### src/hdl/tlc_pkg.sv
// Shared types and constants for the two-level cache tag lookup.
// No dependencies; every other file in hdl/ except tlc_stream_if refers to this package by scoped names.
package tlc_pkg;

    localparam int ADDR_BITS = 32;

    // Default geometry, handed down from the top level
    localparam int L1_OFFSET_BITS = 4;
    localparam int L1_WAYS        = 4;
    localparam int L1_INDEX_BITS  = 6;
    localparam int L2_OFFSET_BITS = 4;
    localparam int L2_WAYS        = 8;
    localparam int L2_INDEX_BITS  = 9;

    typedef enum logic [2:0] {
        STAT_NONE       = 3'd0,
        STAT_READ_HIT   = 3'd1,
        STAT_READ_MISS  = 3'd2,
        STAT_WRITE_HIT  = 3'd3,
        STAT_WRITE_MISS = 3'd4
    } t_status;

    typedef enum logic [1:0] {
        S_CLEAR,
        S_IDLE,
        S_LOOKUP
    } t_state;

    // Controller to datapath
    typedef struct packed {
        logic clear;    // write one zeroed row into each tag memory
        logic capture;  // item accepted: latch it, read both tag rows
        logic commit;   // write back fills, load output register
    } t_cmd;

    // Datapath to controller
    typedef struct packed {
        logic clr_last; // clearing pass at its final row
        logic out_free; // output register empty or being drained
    } t_sts;

endpackage

### src/hdl/tlc_ctrl.sv
// Controller: clearing pass after reset, then accept / lookup sequencing.
// Depends on tlc_pkg.
module tlc_ctrl (
    input  logic          i_clk,
    input  logic          i_rst_n,
    input  logic          i_valid,
    input  tlc_pkg::t_sts i_sts,
    output logic          o_ready,
    output tlc_pkg::t_cmd o_cmd
);

    tlc_pkg::t_state r_state;
    tlc_pkg::t_state n_state;

    always_ff @(posedge i_clk) begin
        if (!i_rst_n) begin
            r_state <= tlc_pkg::S_CLEAR;
        end else begin
            r_state <= n_state;
        end
    end

    always_comb begin
        n_state       = r_state;
        o_ready       = 1'b0;
        o_cmd.clear   = 1'b0;
        o_cmd.capture = 1'b0;
        o_cmd.commit  = 1'b0;
        unique case (r_state)
            tlc_pkg::S_CLEAR: begin
                o_cmd.clear = 1'b1;
                if (i_sts.clr_last) begin
                    n_state = tlc_pkg::S_IDLE;
                end
            end
            tlc_pkg::S_IDLE: begin
                o_ready       = 1'b1;
                o_cmd.capture = i_valid;
                if (i_valid) begin
                    n_state = tlc_pkg::S_LOOKUP;
                end
            end
            tlc_pkg::S_LOOKUP: begin
                // hold the read row until the result slot is free
                o_cmd.commit = i_sts.out_free;
                if (i_sts.out_free) begin
                    n_state = tlc_pkg::S_IDLE;
                end
            end
            default: begin
                n_state = tlc_pkg::S_IDLE;
            end
        endcase
    end

endmodule

### config.mk
export PLATFORM = sky130hd
export DESIGN_NAME = tlc_ctrl
export DESIGN_NICKNAME = d
export VERILOG_FILES = /design/src/hdl/tlc_pkg.sv /design/src/hdl/tlc_ctrl.sv
export SDC_FILE = /design/constraint.sdc
export NUM_CORES = 1
export LEC_CHECK = 0
export ABC_AREA = 1
export BUFFER_PORTS_ARGS = -buffer_cell sky130_fd_sc_hd__buf_2
export CORE_AREA = 4 4 41 43
export DETAILED_ROUTE_END_ITERATION = 10
export DIE_AREA = 0 0 45 47
export PLACE_DENSITY_LB_ADDON = 0.3
export SLEW_MARGIN = 20
export SYNTH_ARGS = -nofsm -noshare
export SYNTH_HDL_FRONTEND = slang
export SYNTH_SLANG_ARGS = --single-unit
### constraint.sdc
create_clock -name i_clk -period 1.85 [get_ports i_clk]
set_input_delay 0.37 -clock i_clk [delete_from_list [all_inputs] [get_ports i_clk]]
set_output_delay 0.37 -clock i_clk [all_outputs]
set_load 0.03 [all_outputs]
==> key figures, run 1 <==
Run status
  – Status: finished, final reports clean

Worst hold path
  – WHS Endpoint: r_state[1]
  – Hold path cells: 3
  – Worst hold path class: in2reg
  – Hold_sp: i_rst_n

Power and ir drop
  – Sw frac: 0.289
  – Internal power: 0.131 mW
  – Power per Cell Area: 970 nW/um^2
  – Worst VDD drop: 0.203 mV
  – Lkg Pwr: 0.123 nW
  – Clk pwr share: 0.516
  – NetSw: 0.0532 mW
  – Sequential power share: 0.274
  – Comb power frac: 0.210

Detailed routing
  – DRC Markers: 0
  – DRT Pass-1 Iters: 2
  – Via count: 136
  – Routed wire length: 314 um
  – Vias per inst: 3.02
  – Post-route ant nets: 0
  – Drt first-iter violations: 2
  – Wire per inst: 6.98 um

Timing
  – Setup TNS: 0 ps
  – # setup viols final: 0
  – Final Max Tran Viols: 0
  – RSZ-0062 raised after global routing: no
  – Slew HR: 0.892
  – Min Tclk post-route: 1390 ps
  – Fin Clk Skew: 1.68 ps
  – Worst-margin pin slew: 162 ps
  – F_max: 718 MHz
  – Fin. Hold Viols: 0
  – Tcrit/Tclk final: 0.753

Setup path
  – Critical Path RT: 1480 ps
  – Worst setup SP type: flip-flop
  – RR Endpoint: r_state[0]
  – R2R cell count: 3
  – R2R Path Start: r_state[0]
  – Crit. End Element: output port
  – Flop-to-flop setup slack: 1100 ps
  – Critical path type: reg2out
  – WP data arrival: 1020 ps
  – Beginning of the critical path: r_state[1]
  – Crit path max fanout: 3

Floorplanning
  – Initial Util: 0.0837
  – Die area: 2120 sq um
  – Die width: 45 um
  – Std cell rows: 13
  – Die Ht: 47 um
  – Ports: 9
  – CORE AREA: 1300 sq um

CTS
  – Cts bufs inserted: 3
  – Deepest clock path buffer count: 2
  – Clock sinks: 2
  – Root buf cell: clkbuf_4
  – Postcts setup bufs: 0
  – H-Tree Depth: 1
  – CTS tree: built
  – Cts repair resizes: 0
  – Post-cts hold buffer count: 0
  – Reg clk slew, reported paths: 30 ps
  – Worst-Skew Late Latency: 220 ps

Logic synthesis
  – Seq/Total Area, Yosys: 0.368
  – EDFF count, synth: 0
  – Most common cell in the netlist: inv_1
  – Synth Area per Inst: 5.73 sq um
  – Post-synth design cell area: 109 sq um
  – Mapped Nets: 24
  – Synth top cells by count: inv_1, nand2_1, dfxtp_1, nand3_1, nor2_1
  – Post-synth top flop: dfxtp_1
  – Warnings, synthesis: 0
  – Synthesis-stage register bit count: 2
  – Synth async-reset ratio: 0
  – Syn Inst Count: 19
  – Synth cell types: 7
  – Synth top area share: 0.368
  – Largest cells by area after synthesis: dfxtp_1, inv_1, nand2_1
  – Yosys top cell by area: dfxtp_1

Finish
  – Largest registers: r_state x2
  – Area grow syn2layout: 74.7%
  – Nets: 37
  – Antenna diodes: 0
  – Design area: 190 sq um
  – Layout cells sized above 1: 0.367
  – Layout Cells excl Fill: 45
  – Top reg by flops: r_state
  – Max FFs per register: 2

Place
  – Hpwl dp: 251 um
  – Placed cell count: 42
  – Buffers on Ports: 8
  – RePlAce Congestion: 0.563
  – Area after DPL: 168 sq um

Global route
  – Via count of the first global-routing pass: 134
  – Global-route wire length before repair: 524 um
  – Initial antenna violation count: 0
  – Largest net degree at the start of global routing: 6
  – Congestion Overflow GR: 0
  – Gr usage total: 0.0450

Flow run
  – Max_cap viols: 0
==> cell usage in the layout, fill, tap and decap left out <==
master    Yosys  routed
nor2_1        2       2
nor3_1        1       1
dfxtp_1       2       2
clkbuf_4      0       3
a21oi_1       1       1
inv_1         7       7
buf_2         0       8
nand3_1       2       2
nand2_1       4       4
==> worst max-delay path: stages, from the launching register on <==
cell and delay [ps]:
dfxtp_1 340, inv_1 80, nor3_1 160, buf_2 220
==> layout make-up <==
cell class                 instances  area, sq um
timing repair buffer               8         40.0
tap                               15         18.8
multi-input combinational         10         42.5
sequential                         2         40.0
clock buffer                       3         22.5
fill                             166         1110
inverter                           7         26.3
==> per-layer routing <==
metal	up-vias	GRT usage	share of wire
met1	53	0.0339	0.39
met5	-	0	0
met3	0	0.0805	0.22
met4	0	0.0351	0
met2	7	0.0424	0.38
li1	76	-	-
==> power groups by stage <==
| stage | clock network, mW | logic [mW] | registers (mW) |
|---|---|---|---|
| finish | 0.0952 | 0.0388 | 0.0505 |
| global route | 0.111 | 0.0446 | 0.0511 |
| CTS | 0.102 | 0.0397 | 0.0506 |
| detailed placement | 0 | 0.0397 | 0.0511 |
| global placement | 0 | 0.0397 | 0.0510 |
| floorplan | 0 | 0.0272 | 0.0501 |
==> worst max path at each step <==
stage	end	slack, ps	depth (start not counted)
after floorplan	o_cmd[0]	410	2
final	o_cmd[0]	460	3
after CTS	o_cmd[1]	440	3
after global placement	o_cmd[1]	650	4
after detailed placement	o_cmd[1]	660	4
after global routing	o_cmd[1]	350	3
==> cell families (layout without fill, tap and decap cells) <==
family          Yosys count  count (layout)  share of synthesized area
simple gates              9               9                      0.345
buf+inv                   7              18                      0.241
flops                     2               2                      0.368
compound gates            1               1                     0.0459
==> per-stage QoR <==
step	total power, mW	setup slack (ps)	hold WS (ps)	util
3_3_place_gp	0.0907	651	518	0.129
5_1_grt	0.207	345	372	0.146
2_1_floorplan	0.0773	406	479	-
4_1_cts	0.193	442	360	0.146
3_5_place_dp	0.0908	658	526	0.129
6_report	0.184	456	372	0.146
Power figures use the tool's default switching activity.
==> inputs of run 2 (changes only) <==
--- a/config.mk
+++ b/config.mk
@@ -5,7 +5,7 @@
 export SDC_FILE = /design/constraint.sdc
 export NUM_CORES = 1
 export LEC_CHECK = 0
-export ABC_AREA = 1
+export ABC_AREA = 0
 export BUFFER_PORTS_ARGS = -buffer_cell sky130_fd_sc_hd__buf_2
 export CORE_AREA = 4 4 41 43
 export DETAILED_ROUTE_END_ITERATION = 10
==> constraint.sdc (replaced) <==
create_clock -name i_clk -period 1.25 [get_ports i_clk]
set_input_delay 0.25 -clock i_clk [delete_from_list [all_inputs] [get_ports i_clk]]
set_output_delay 0.25 -clock i_clk [all_outputs]
set_load 0.03 [all_outputs]
==> run 2 against run 1 <==
Clock-buffer cell count is the same. Clock power grew 51%. Final cell count shrank 16%. Register-to-register slack lost 860 ps. Highest routed layer unchanged. Synthesized cell count shrank 37%. Area after synthesis grew 4.6%. Total power grew 50%.
==> key figures, run 2 <==
Timing
  – RSZ-0062 raised after global routing: no
  – Fin Hold WS: 276 ps (-95.6 ps)
  – Setup TNS: 0 ps (unchanged)
  – Final Max Tran Viols: 0 (unchanged)
  – Tcrit/Tclk final: 0.963
  – Fin Clk Skew: 3.78 ps (+2.10 ps)
  – F_max: 831 MHz
  – Final Worst Setup Slack: 46.0 ps (-410 ps)
  – Slew HR: 0.894 (+0.00246)
  – Min Tclk post-route: 1200 ps
  – Worst-margin pin slew: 160 ps (-2.36 ps)
  – # setup viols final: 0 (unchanged)
  – Fin. Hold Viols: 0 (unchanged)

Finish
  – Layout cells sized above 1: 0.696 (+0.329)
  – Fillers: 167 (+0.60%)
  – Multi-input gate area: 70.1 sq um (+65%)
  – Largest registers: r_state x2
  – Register area: 45.0 sq um (+12%)
  – Design area: 205 sq um (+7.9%)
  – Nets: 30 (-19%)
  – Max FFs per register: 2 (unchanged)
  – Commonest non-fill, non-tap cell in the layout: buf_2
  – Post-layout util: 0.158 (+0.0115)
  – Top reg by flops: r_state
  – Commonest non-fill, non-tap cells in the layout: buf_2, clkbuf_4, nor2b_1, buf_4
  – Antenna diodes: 0 (unchanged)
  – Area grow syn2layout: 80.2%
  – Layout Cells excl Fill: 38 (-16%)

Setup path
  – Crit-path max cell delay: 350 ps (about the same)
  – Crit. End Element: output port
  – Critical path type: reg2out
  – WP data arrival: 950 ps (-70 ps)
  – WP buf/inv: 1 (-1)
  – CP top delay family: flip-flops
  – R2R Path Start: r_state[0]
  – Crit path cell chain: and2b_2, buf_2
  – Crit path max fanout: 6 (+3)
  – Critical Path RT: 1000 ps (-480 ps)
  – Worst setup SP type: flip-flop
  – Slowest cell on crit path: dfxtp_2
  – Beginning of the critical path: r_state[1]

Logic synthesis
  – Syn Inst Count: 12 (-7)
  – Post-synth top flop: dfxtp_1
  – Post-synthesis mux area share: 0 (unchanged)
  – Synthesis-stage register bit count: 2 (unchanged)
  – Compound-Gate Fraction of Synth Area: 0.165 (+0.119)
  – Synth cell types: 10 (+3)
  – Simple-Gate Fraction of Synth Area: 0.451 (+0.106)
  – Synth top cells by count: dfxtp_1, nor2b_1
  – Synth async-reset ratio: 0 (unchanged)
  – Synth Area in XOR/XNOR: 0 (unchanged)
  – EDFF count, synth: 0 (unchanged)
  – Largest cells by area after synthesis: dfxtp_1, nor2b_1, o311a_2
  – Warnings, synthesis: 0 (unchanged)
  – Mapped Nets: 17 (-29%)
  – Synth top area share: 0.352 (-0.0162)
  – Post-synth design cell area: 114 sq um (+4.6%)
  – Area share of fa/ha/maj cells after synthesis: 0 (unchanged)
  – Synth Area per Inst: 9.49 sq um (+66%)
  – Yosys top cell by area: dfxtp_1
  – Seq/Total Area, Yosys: 0.352 (-0.0162)
  – Largest family of logic cells by synthesized area: simple AND/OR/NAND/NOR gates

Global route
  – Initial antenna violation count: 0 (unchanged)
  – Congestion Overflow GR: 0 (unchanged)
  – Via count of the first global-routing pass: 136 (+1.5%)
  – Gr usage total: 0.0394 (-0.00552)
  – Global-route wire length before repair: 538 um (+2.7%)
  – Largest net degree at the start of global routing: 8 (+2)

CTS
  – Root buf cell: clkbuf_4
  – Clock sinks: 2 (unchanged)
  – H-Tree Depth: 1 (unchanged)
  – CTS tree: built
  – Deepest clock path buffer count: 2 (unchanged)
  – Reg clk slew, reported paths: 30 ps (about the same)
  – Worst-Skew Late Latency: 230 ps (about the same)
  – Cts bufs inserted: 3 (unchanged)

Power and ir drop
  – Final Power: 0.276 mW (+50%)
  – Worst VDD drop: 0.381 mV (+87%)
  – Power per Cell Area: 1350 nW/um^2 (+39%)
  – Lkg Pwr: 0.104 nW (-15%)

Flow run
  – Max_cap viols: 0 (unchanged)

Detailed routing
  – DRC Markers: 0 (unchanged)
  – Via count: 121 (-11%)
  – Routed wire length: 343 um (+9.2%)
  – DRT Pass-1 Iters: 1 (-1)
  – Wire per inst: 9.03 um (+29%)
  – Drt first-iter violations: 0 (-2)
  – Vias per inst: 3.18 (+5.4%)
  – Post-route ant nets: 0 (unchanged)

Floorplanning
  – Die area: 2120 sq um (unchanged)
  – Std cell rows: 13 (unchanged)
  – Die width: 45 um (unchanged)
  – Initial Util: 0.0875 (+0.00385)
  – Ports: 9 (unchanged)
  – CORE AREA: 1300 sq um (unchanged)
  – Die Ht: 47 um (unchanged)

Place
  – Buffers on Ports: 8 (unchanged)
  – Dpl ws: 220 ps (-438 ps)
  – Placed cell count: 35 (-17%)
  – RePlAce Congestion: 0.543 (-3.6%)
  – Area after DPL: 173 sq um (+3.0%)

Worst hold path
  – Worst hold path class: in2reg
  – Hold_sp: i_rst_n

Run status
  – Status: finished, final reports clean
## run 2: cell types whose count changed in the layout (fill, tap and decap cells not counted), moves of 2 or more
cell | previous run | this run
buf_2 | 8 | 6
buf_4 | 0 | 2
dfxtp_1 | 2 | 0
inv_1 | 7 | 1
nand2_1 | 4 | 0
nand3_1 | 2 | 0
nor2b_1 | 0 | 2
## run 2: path summary, 6_finish.rpt
path                      to  slack (ps)  cells past startpoint
setup / recovery     o_ready          50                      2
hold / removal    r_state[0]         280                      2
setup reg to reg  r_state[0]         240                      2
hold reg to reg   r_state[0]         550                      1
## run 2: what timing repair did
| item | in CTS | in global routing |
|---|---|---|
| pin swaps | 0 | 0 |
| gates resized for setup | 2 | 5 |
| endpoints found under the setup margin | 3 | 2 |
| setup buffers | 0 | 0 |
| hold buffers | 0 | 0 |
## run 2: report_power, final
| group | internal [mW] | total [mW] | switching [mW] |
|---|---|---|---|
| registers | 0.0696 | 0.0757 | 0.00606 |
| logic | 0.0244 | 0.0567 | 0.0323 |
| clock network | 0.106 | 0.144 | 0.0380 |
## run 2: kinds of logic (layout without fill, tap and decap cells)
kind of cell / count (synthesis) / in the layout
flops: 2 / 2
simple gates: 7 / 7
compound gates: 2 / 2
buf+inv: 1 / 12
## run 2: per-layer routing
metal | GRT usage | part of all wire | vias to the layer above | wire length, um
met2 | 0.0452 | 0.40 | 7 | 137
met4 | 0.0526 | 0 | 0 | 0
li1 | - | - | 66 | -
met3 | 0.0268 | 0.10 | 0 | 35
met5 | 0 | 0 | - | 0
met1 | 0.0407 | 0.50 | 48 | 170
## run 2: area by class of cell
cell class	instances	area share
timing repair buffer	8	0.220
tap	15	0.0915
sequential	2	0.220
inverter	1	0.0183
multi-input combinational	9	0.341
clock buffer	3	0.110
## run 2: worst register-to-register path: stages, from the launching register on
cell     delay (ps)
dfxtp_4         350
or3b_1          400
o311a_2         140
